<file path="config.mk">
export PLATFORM = sky130hd
export DESIGN_NAME = rgb_to_xterm256_nearest_flat
export DESIGN_NICKNAME = d
export VERILOG_FILES = /design/src/rtl/rgbx256_pkg.sv /design/src/rtl/rgbx256_if.sv /design/src/rtl/rgbx256_chan_near.sv /design/src/rtl/rgb_to_xterm256_nearest.sv /design/src/flat_wrapper.sv
export SDC_FILE = /design/constraint.sdc
export NUM_CORES = 2
export LEC_CHECK = 0
export BUFFER_PORTS_ARGS = -buffer_cell sky130_fd_sc_hd__buf_4
export CORE_MARGIN = 2
export CORE_UTILIZATION = 40
export CTS_CLUSTER_DIAMETER = 200
export CTS_CLUSTER_SIZE = 16
export DETAILED_ROUTE_END_ITERATION = 7
export PLACE_DENSITY = 0.69
export SYNTH_ARGS = -nofsm -noshare
export SYNTH_HDL_FRONTEND = slang
export SYNTH_SLANG_ARGS = --single-unit
</file>
<file path="constraint.sdc">
create_clock -name clk_i -period 6.35 [get_ports clk_i]
set_input_delay 0.9525 -clock clk_i [delete_from_list [all_inputs] [get_ports clk_i]]
set_output_delay 0.9525 -clock clk_i [all_outputs]
set_load 0.1 [all_outputs]
</file>
<file path="src/rtl/rgbx256_pkg.sv">
`timescale 1ns / 1ps
// ----------------------------------------------------------------------------
// rgbx256_pkg
// Shared types, constants and helper functions for the RGB to xterm-256
// nearest-color search.
// ----------------------------------------------------------------------------
package rgbx256_pkg;

  localparam int unsigned ChanW       = 8;
  localparam int unsigned LvlW        = 3;
  localparam int unsigned ChanDistW   = 7;
  localparam int unsigned CubeDistW   = 8;
  localparam int unsigned DistW       = 10;
  localparam int unsigned GrayKW      = 5;
  localparam int unsigned IndexW      = 8;
  localparam int unsigned PixelW      = 24;

  localparam int unsigned NumGray     = 24;
  localparam int unsigned NumLevels   = 6;
  localparam int unsigned CubeSide    = 6;
  localparam int unsigned CubeEntries = 216;
  localparam int unsigned IndexOffset = 16;
  localparam int unsigned GrayBase    = 8;
  localparam int unsigned GrayStep    = 10;
  localparam int unsigned CubeStep    = 40;
  localparam int unsigned CubeOffset  = 55;

  // Decision points between adjacent cube levels; a value on the point
  // itself takes the higher level.
  localparam logic [ChanW-1:0] CubeThr [NumLevels-1] = '{
    8'd48, 8'd115, 8'd155, 8'd195, 8'd235
  };

  typedef struct packed {
    logic [LvlW-1:0]      lvl;
    logic [ChanDistW-1:0] gap;
  } chan_near_t;

  typedef struct packed {
    logic [DistW-1:0]  gap;
    logic [GrayKW-1:0] k;
  } gray_cand_t;

  function automatic logic [ChanW-1:0] cube_level(logic [LvlW-1:0] x);
    return (x == '0) ? '0 : ChanW'(CubeStep * int'(x) + CubeOffset);
  endfunction

  function automatic logic [ChanW-1:0] gray_level(logic [GrayKW-1:0] k);
    return ChanW'(GrayBase + GrayStep * int'(k));
  endfunction

  function automatic logic [ChanW-1:0] abs_diff(logic [ChanW-1:0] a,
                                                logic [ChanW-1:0] b);
    return (a > b) ? (a - b) : (b - a);
  endfunction

  // Keep the higher-indexed candidate on equal distance.
  function automatic gray_cand_t gray_pick(gray_cand_t lo, gray_cand_t hi);
    return (hi.gap <= lo.gap) ? hi : lo;
  endfunction

endpackage

</file>
<file path="src/rtl/rgbx256_if.sv">
`timescale 1ns / 1ps
// ----------------------------------------------------------------------------
// rgbx256_if
// Valid/ready stream interfaces for pixels in and palette indexes out.
// ----------------------------------------------------------------------------
interface rgbx256_pix_if;
  logic        valid;
  logic        ready;
  logic [23:0] pixel_rgb;

  modport source (output valid, output pixel_rgb, input ready);
  modport sink   (input valid, input pixel_rgb, output ready);
endinterface

interface rgbx256_idx_if;
  logic       valid;
  logic       ready;
  logic [7:0] color_index;

  modport source (output valid, output color_index, input ready);
  modport sink   (input valid, input color_index, output ready);
endinterface

</file>
<file path="src/rtl/rgbx256_chan_near.sv">
`timescale 1ns / 1ps
// ----------------------------------------------------------------------------
// rgbx256_chan_near
// Nearest color-cube level for one 8-bit channel and its distance.
// ----------------------------------------------------------------------------
module rgbx256_chan_near
  import rgbx256_pkg::*;
(
  input  logic [ChanW-1:0] chan_i,
  output chan_near_t       near_o
);

  logic [LvlW-1:0]  lvl;
  logic [ChanW-1:0] diff;

  always_comb begin
    lvl = '0;
    for (int i = 0; i < NumLevels - 1; i++) begin
      lvl = lvl + LvlW'(chan_i >= CubeThr[i]);
    end
    diff = abs_diff(chan_i, cube_level(lvl));
  end

  // Nearest-level distance never exceeds 47, so drop the top bit.
  assign near_o.lvl = lvl;
  assign near_o.gap = diff[ChanDistW-1:0];

endmodule

</file>
<file path="src/rtl/rgb_to_xterm256_nearest.sv">
`timescale 1ns / 1ps
// ----------------------------------------------------------------------------
// rgb_to_xterm256_nearest
// Maps a 24-bit RGB pixel to the nearest xterm-256 palette index (16..255)
// by L1 distance over the 216-entry color cube and the 24-step gray ramp.
// ----------------------------------------------------------------------------
//
//  port     | dir | payload             | meaning
//  ---------+-----+---------------------+------------------------------------
//  pix_i    | in  | pixel_rgb   [23:0]  | red 23:16, green 15:8, blue 7:0
//  idx_o    | out | color_index [7:0]   | nearest palette index
//
//  One pixel per clock sustained while idx_o is ready; each transaction
//  passes through the five-stage search pipeline from pix_i to idx_o.
//  Reset clears the stage valid bits only; data registers are not reset.
//  Each stage holds while the stage after it is full and stalled, and moves
//  into an empty slot otherwise, so bubbles close up and a stall on idx_o
//  backs up without losing or repeating a transaction.
//
//  Stages:
//    1  capture the pixel
//    2  per-channel nearest cube level; distances to all 24 grays
//    3  cube distance and entry; reduce grays 24 -> 6
//    4  reduce grays 6 -> 1
//    5  cube vs. gray, form the palette index (output register)
//
//  The cube term is separable: each channel independently picks its nearest
//  level (higher level on a tie), which also yields the highest cube entry
//  among equal-distance ones. Grays sit above the cube in the palette, so a
//  gray wins on equal distance.
// ----------------------------------------------------------------------------
module rgb_to_xterm256_nearest
  import rgbx256_pkg::*;
(
  input  logic                 clk_i,
  input  logic                 rst_ni,
  rgbx256_pix_if.sink          pix_i,
  rgbx256_idx_if.source        idx_o
);

  localparam int unsigned NumStages = 5;
  localparam int unsigned NumGroups = 6;
  localparam int unsigned GroupSize = NumGray / NumGroups;

  // Valid bits and per-stage room; a stage may load when empty or when
  // the next stage takes its contents this cycle.
  logic [NumStages:1] vld_q;
  logic [NumStages:1] rdy;

  always_comb begin
    rdy[NumStages] = !vld_q[NumStages] || idx_o.ready;
    for (int k = NumStages - 1; k >= 1; k--) begin
      rdy[k] = !vld_q[k] || rdy[k+1];
    end
  end

  assign pix_i.ready = rdy[1];

  always_ff @(posedge clk_i or negedge rst_ni) begin
    if (!rst_ni) begin
      vld_q <= '0;
    end else begin
      if (rdy[1]) begin
        vld_q[1] <= pix_i.valid;
      end
      for (int k = 2; k <= NumStages; k++) begin
        if (rdy[k]) begin
          vld_q[k] <= vld_q[k-1];
        end
      end
    end
  end

  // --------------------------------------------------------------------------
  // Stage 1: capture the pixel
  // --------------------------------------------------------------------------
  logic [ChanW-1:0] red_q, grn_q, blu_q;

  always_ff @(posedge clk_i) begin
    if (rdy[1] && pix_i.valid) begin
      red_q <= pix_i.pixel_rgb[23:16];
      grn_q <= pix_i.pixel_rgb[15:8];
      blu_q <= pix_i.pixel_rgb[7:0];
    end
  end

  // --------------------------------------------------------------------------
  // Stage 2: nearest cube level per channel, all gray distances
  // --------------------------------------------------------------------------
  chan_near_t red_near, grn_near, blu_near;
  chan_near_t red_near_q, grn_near_q, blu_near_q;
  logic [DistW-1:0] gray_dist_d [NumGray];
  logic [DistW-1:0] gray_dist_q [NumGray];

  rgbx256_chan_near u_red_near (.chan_i(red_q), .near_o(red_near));
  rgbx256_chan_near u_grn_near (.chan_i(grn_q), .near_o(grn_near));
  rgbx256_chan_near u_blu_near (.chan_i(blu_q), .near_o(blu_near));

  always_comb begin
    for (int k = 0; k < NumGray; k++) begin
      gray_dist_d[k] = DistW'(abs_diff(red_q, gray_level(GrayKW'(k))))
                     + DistW'(abs_diff(grn_q, gray_level(GrayKW'(k))))
                     + DistW'(abs_diff(blu_q, gray_level(GrayKW'(k))));
    end
  end

  always_ff @(posedge clk_i) begin
    if (rdy[2] && vld_q[1]) begin
      red_near_q  <= red_near;
      grn_near_q  <= grn_near;
      blu_near_q  <= blu_near;
      gray_dist_q <= gray_dist_d;
    end
  end

  // --------------------------------------------------------------------------
  // Stage 3: cube distance and entry; first gray reduction (groups of four)
  // --------------------------------------------------------------------------
  logic [CubeDistW-1:0] cube_dist_d, cube_dist_q, cube_dist_p_q;
  logic [IndexW-1:0]    cube_entry_d, cube_entry_q, cube_entry_p_q;
  gray_cand_t           grp_best_d [NumGroups];
  gray_cand_t           grp_best_q [NumGroups];

  always_comb begin
    gray_cand_t c0, c1, c2, c3;
    cube_dist_d  = CubeDistW'(red_near_q.gap) + CubeDistW'(grn_near_q.gap)
                 + CubeDistW'(blu_near_q.gap);
    cube_entry_d = IndexW'(int'(red_near_q.lvl) * CubeSide * CubeSide
                 + int'(grn_near_q.lvl) * CubeSide + int'(blu_near_q.lvl));
    for (int g = 0; g < NumGroups; g++) begin
      c0 = '{gap: gray_dist_q[g*GroupSize],     k: GrayKW'(g*GroupSize)};
      c1 = '{gap: gray_dist_q[g*GroupSize + 1], k: GrayKW'(g*GroupSize + 1)};
      c2 = '{gap: gray_dist_q[g*GroupSize + 2], k: GrayKW'(g*GroupSize + 2)};
      c3 = '{gap: gray_dist_q[g*GroupSize + 3], k: GrayKW'(g*GroupSize + 3)};
      grp_best_d[g] = gray_pick(gray_pick(c0, c1), gray_pick(c2, c3));
    end
  end

  always_ff @(posedge clk_i) begin
    if (rdy[3] && vld_q[2]) begin
      cube_dist_q  <= cube_dist_d;
      cube_entry_q <= cube_entry_d;
      grp_best_q   <= grp_best_d;
    end
  end

  // --------------------------------------------------------------------------
  // Stage 4: final gray reduction, groups in ascending order
  // --------------------------------------------------------------------------
  gray_cand_t gray_best_d, gray_best_q;

  always_comb begin
    gray_best_d = gray_pick(gray_pick(gray_pick(grp_best_q[0], grp_best_q[1]),
                                      gray_pick(grp_best_q[2], grp_best_q[3])),
                            gray_pick(grp_best_q[4], grp_best_q[5]));
  end

  always_ff @(posedge clk_i) begin
    if (rdy[4] && vld_q[3]) begin
      gray_best_q    <= gray_best_d;
      cube_dist_p_q  <= cube_dist_q;
      cube_entry_p_q <= cube_entry_q;
    end
  end

  // --------------------------------------------------------------------------
  // Stage 5: cube vs. gray; gray sits higher in the palette and wins ties
  // --------------------------------------------------------------------------
  logic [IndexW-1:0] index_d, index_q;

  always_comb begin
    if (gray_best_q.gap <= DistW'(cube_dist_p_q)) begin
      index_d = IndexW'(CubeEntries + IndexOffset + int'(gray_best_q.k));
    end else begin
      index_d = IndexW'(int'(cube_entry_p_q) + IndexOffset);
    end
  end

  always_ff @(posedge clk_i) begin
    if (rdy[5] && vld_q[4]) begin
      index_q <= index_d;
    end
  end

  assign idx_o.valid       = vld_q[NumStages];
  assign idx_o.color_index = index_q;

endmodule

</file>
<file path="src/flat_wrapper.sv">
// flat-port wrapper written by rule: the top's interface ports become plain ports
module rgb_to_xterm256_nearest_flat import rgbx256_pkg::*;
  (clk_i, rst_ni, pix_i_valid, pix_i_pixel_rgb, pix_i_ready, idx_o_valid, idx_o_color_index, idx_o_ready);
  rgbx256_pix_if pix_i_i ();
  rgbx256_idx_if idx_o_i ();
  input  logic clk_i;
  input  logic rst_ni;
  input wire logic [$bits(pix_i_i.valid)-1:0] pix_i_valid;
  input wire logic [$bits(pix_i_i.pixel_rgb)-1:0] pix_i_pixel_rgb;
  output wire logic [$bits(pix_i_i.ready)-1:0] pix_i_ready;
  output wire logic [$bits(idx_o_i.valid)-1:0] idx_o_valid;
  output wire logic [$bits(idx_o_i.color_index)-1:0] idx_o_color_index;
  input wire logic [$bits(idx_o_i.ready)-1:0] idx_o_ready;
  assign pix_i_i.valid = pix_i_valid;
  assign pix_i_i.pixel_rgb = pix_i_pixel_rgb;
  assign pix_i_ready = pix_i_i.ready;
  assign idx_o_valid = idx_o_i.valid;
  assign idx_o_color_index = idx_o_i.color_index;
  assign idx_o_i.ready = idx_o_ready;
  rgb_to_xterm256_nearest u_core (.clk_i(clk_i), .rst_ni(rst_ni), .pix_i(pix_i_i), .idx_o(idx_o_i));
endmodule
</file>
---- Yosys cells after proc, flatten, opt, wreduce, memory -nomap -nowiden ----
Cells that the tools add are included.
storage, ports and cells
  register bits ........................... 444
  bits of input ports ..................... 28
  output and inout port bits .............. 10
  logic and storage cells ................. 516
cells by class
  $add $sub $neg .......................... 219
  $mul .................................... 6
  magnitude comparators ................... 114
  multiplexer cells ....................... 102
  reductions and logical operators ........ 18
operator list
  kind                   count
  $mux W8                76
  $mux W15               23
  $gt A8 B8 Y1 const B   36
  $sub A8 B8 Y8 const A  36
  $sub A8 B8 Y8 const B  36
  $add A10 B8 Y10        24
  $le A10 B10 Y1         23
  $add A8 B8 Y9          24
  $gt A8 B7 Y1 const B   18
  $sub A7 B8 Y8 const A  18
  $sub A8 B7 Y8 const B  18
  $ge A8 B8 Y1 const B   9
  $gt A8 B6 Y1 const B   9
  $sub A6 B8 Y8 const A  9
  $sub A8 B6 Y8 const B  9
  $gt A8 B5 Y1 const B   6
  $sub A5 B8 Y8 const A  6
  $sub A8 B5 Y8 const B  6
  $sub A7 B7 Y7          6
  $add A8 B6 Y8 const B  3
  $ge A8 B6 Y1 const B   3
  $ge A8 B7 Y1 const B   3
  $gt A8 B4 Y1 const B   3
  $gt A8 B8 Y1           3
  other kinds (20)       52

---- Longest topological paths before layout ----
  depth in word-level cells ............... 10
  gate-level depth with buffers ........... 32
  gate-level depth less buffers ........... 29

---- Hierarchy ----
Synthesis repeated with hierarchy kept, for this count alone.
second synthesis, totals
  cells, all modules ...................... 5001
  area, all modules ....................... 46360.7 sq um
by module, submodules not included
  module                                  times used  cells an instance  area each (sq um)  seq. area each (sq um)
  rgb_to_xterm256_nearest                 1           4720               44154.8            12076.6
  rgbx256_chan_near at u_core.u_red_near  1           94                 737.0              0.0
  rgbx256_chan_near at u_core.u_blu_near  1           93                 734.5              0.0
  rgbx256_chan_near at u_core.u_grn_near  1           94                 734.5              0.0

---- Least setup slack after synthesis ----
No wires, ideal clock.
  path kind ............................... register to register
  start point ............................. register u_core.vld_q[5] (netlist name)
  end point ............................... register u_core.blu_near_q[0] (netlist name), enable pin
  setup time .............................. 0.640 ns
  arrival ................................. 6.811 ns
  data required time ...................... 5.710 ns
  slack ................................... -1.101 ns
  stages on the path, launching flop included .. 4
  buffers on the path ..................... 0
  period minus slack after synthesis ...... 7.451 ns
  cells stage by stage .................... dfrtp_1 nor2b_1 nand4_1 and2_1
on the way
  longest elaborated chain between the ends .. 6
RTL lines
  what                              RTL line                        RTL
  start: declaration                rgb_to_xterm256_nearest.sv:47   logic [NumStages:1] vld_q;
  start signal: indexed assignment  rgb_to_xterm256_nearest.sv:68   vld_q[k] <= vld_q[k-1];
  $logic_not A1 Y1                  rgb_to_xterm256_nearest.sv:51   rdy[NumStages] = !vld_q[NumStages] || idx_o.ready;
  $logic_or A1 B1 Y1                rgb_to_xterm256_nearest.sv:51
  $logic_or A1 B1 Y1 (3 in a row)   rgb_to_xterm256_nearest.sv:53   rdy[k] = !vld_q[k] || rdy[k+1];
  $logic_and A1 B1 Y1               rgb_to_xterm256_nearest.sv:108  if (rdy[2] && vld_q[1]) begin
  end signal: assignment            rgb_to_xterm256_nearest.sv:111  blu_near_q <= blu_near;
  end: declaration                  rgb_to_xterm256_nearest.sv:91   chan_near_t red_near_q, grn_near_q, blu_near_q;
Every way passes these cells.
A chain may end at the register's enable or synchronous reset.

==> run metrics <==
P per Cell Area=577 nW/um2; CP delay by family, top=adder cells; Relative slew margins=21.0%; Worst Setup Start Kind=register; Routed Antenna Nets=0; final instance area=52400 um2; Total GRT Usage=29.9%; area leader, netlist=edfxtp_1; Hold Fails Final Rpt=0; DRC Markers=0; Nets=6480; Initial DRC Count=5054; syn nets=6484; Seq cells post-synth=403; share of synthesized area occupied by flip-flops and latches=24.8%; Synth top cells by count=731 x a21oi_1, 701 x ha_1, 556 x inv_1; via count=42400; Util after Layout=43.2%; first-pass GRT wire length=275000 um; WP buf/inv=7; top-count cell post-synth=a21oi_1; Post-synth ARST share=1.24%; R2R Setup Slk=0.51 ns; Cells after Synth=5678; final cycle utilization of the critical path=92.0%; drt wl/cell=26.2 um; GPL Wtd Cong=1.07; clk_skew=0.0765 ns; CP peak stage delay=0.55 ns; Sink Count=403; Worst-Skew Late Latency=0.67 ns; Reg2Reg Depth=27; maximum vdd drop=573 uV; row count=128; I/O Buffers=37; vias in the first global route=40300; I/O pins=38; Root Buffer=clkbuf_16; final setup violation count=0; Die ar.=125000 um2; H-tree depth=1; largest cells by area after synthesis=edfxtp_1 25%, ha_1 18%, xnor2_1 9.7%, a21oi_1 7.5%, inv_1 4.3%; Synth cell types=80; TNS Setup=0 ns; Slew Viols, Final=0; Hold WC Path Type=input pin to async pin; met1 Use GR=39.4%; post-place setup slack=0.369 ns; Worst-Margin Slew=1.18 ns; proportion of netlist area held by the largest area contributor=24.5%; crit path kind=register to register; RR Endpoint=u_core.grn_near_q[6]$_DFFE_PP_; Final HPWL DP=156000 um; GRT Residual Overflow=0; placed inst area=51600 um2; GR peak layer=met2; vias per inst=5.80; pin count of the biggest net entering global routing=133; worst r2r src=u_core.grn_q[1]$_DFFE_PP_; Synth Flop Type=edfxtp_1; Die Span X=353 um; Lkg Pwr=23.3 nW; met2 Use GR=47.4%; Data arrival, critical path=6.26 ns; Fmax=0.171 GHz; outcome=finished, final reports clean; Yosys warning total=0; worst hold slack=0.0788 ns; CORE AREA=121000 um2; slowest library cell on the worst path=edfxtp_1; RSZ-0062 raised after global routing=false; Avg Cell Area, Syn=8.58 um2; met3 GRT Util=6.01%; Critical Path RT=6.76 ns; Mapped Area=48700 um2; Detailed Route WL=191000 um; Die Y=353 um; max-cap violations=0; CTS buffer count=30; share of cells above drive strength 1=6.61%; CP dominant cell by count=inv_1; Max Fanout on Critical Path=9; CTS tree=done; number of synthesized flops with an enable pin=398; setup ws final=0.507 ns; fillers=12000; Setup crit end kind=register; maximum clock path buffer count=3; layout overhead on the synthesized area=7.65%; DR pass1 iterations=8; initial core utilization=40.2%; initial antenna violation count=3; clk slew on worst S/H paths=0.07 ns; Final Critical Period=5.84 ns
[cells in the final DEF, fill, tap and decap left out, types with 206 or more instances in the layout]
| master | instances |
|---|---|
| ha_1 | 700 |
| o21ai_0 | 313 |
| inv_1 | 556 |
| a21oi_1 | 731 |
| nor2_1 | 400 |
| edfxtp_1 | 398 |
| xnor2_1 | 539 |
| buf_4 | 221 |
| a21o_1 | 206 |
| nand2_1 | 347 |
[power by group]
part           switching, mW  internal [mW]  total, mW
Combinational           13.9           8.50       22.4
Sequential             0.654           5.35       6.00
Clock                   1.01          0.884       1.89
Total                   15.5           14.7       30.2
[worst max-delay path by stage]
| stage | startpoint | end | slack (ns) | depth (start not counted) |
|---|---|---|---|---|
| final | u_core.grn_q[1]$_DFFE_PP_ | u_core.grn_near_q[6]$_DFFE_PP_ | 0.51 | 27 |
| after global routing | u_core.grp_best_q[44]$_DFFE_PP_ | u_core.gray_best_q[11]$_DFFE_PP_ | 0.01 | 27 |
| after global placement | u_core.grp_best_q[44]$_DFFE_PP_ | u_core.gray_best_q[11]$_DFFE_PP_ | 0.36 | 27 |
| after detailed placement | u_core.grp_best_q[44]$_DFFE_PP_ | u_core.gray_best_q[7]$_DFFE_PP_ | 0.37 | 26 |
| after floorplan | u_core.grn_q[5]$_DFFE_PP_ | u_core.grn_near_q[6]$_DFFE_PP_ | 0.08 | 27 |
| after CTS | u_core.grp_best_q[44]$_DFFE_PP_ | u_core.gray_best_q[7]$_DFFE_PP_ | 0.32 | 27 |
[state kept, by name, indices dropped and copies added (netlist names)]
name                      count
u_core.gray_dist_q          217
u_core.grp_best_q            72
u_core.gray_best_q           15
u_core.blu_near_q            10
u_core.grn_near_q            10
u_core.red_near_q            10
u_core.blu_q                  8
u_core.cube_dist_p_q          8
u_core.cube_dist_q            8
u_core.cube_entry_p_q         8
u_core.cube_entry_q           8
u_core.grn_q                  8
u_core.idx_o.color_index      8
u_core.red_q                  8
u_core.vld_q                  5
[timing repair]
| action | 4_1_cts | 5_1_grt |
|---|---|---|
| resized for setup | 0 | 3 |
| hold buffers | 0 | 0 |
| setup buffers | 0 | 0 |
| setup endpoints to repair | 0 | 14 |
[routing by layer]
layer,vias up,part of all wire (%),routed length (um)
li1,19800,-,-
met1,20300,42,79600
met2,1879,44,84100
met3,419,9.1,17400
met4,0,5.3,10200
met5,-,0,0
[metrics by stage]
step / total power, mW / cells
6_report: 30.2 / 7315
4_1_cts: 30.0 / 7314
5_1_grt: 32.6 / 7314
3_5_place_dp: 28.0 / 7267
2_1_floorplan: 20.6 / 5678
3_3_place_gp: 27.6 / 7267
[final cells by class]
cell class,count,area (um2),area share [%]
diodes,1,2.50,0.00477
well taps,1625,2030,3.88
clock buffers,44,803,1.53
flip-flops and latches,403,12100,23.0
repair buffers,226,1760,3.36
clock inverters,3,62.6,0.119
inverters,568,2130,4.07
multi-input cells,4445,33600,64.0
[cells by family (layout without fill, tap and decap cells)]
logic type	Yosys count	in the layout	share of synthesized area (%)
and+or+nand+nor	1098	1098	10.0
DFF	403	403	24.8
muxes	255	255	5.48
buffers and inverters	830	841	6.42
xor gates and xnor gates	651	651	11.7
other	0	1	0
adders and majority gates	778	778	21.2
AOI/OAI and AO/OA	1663	1663	20.4
(Power assumes the default switching activity.)
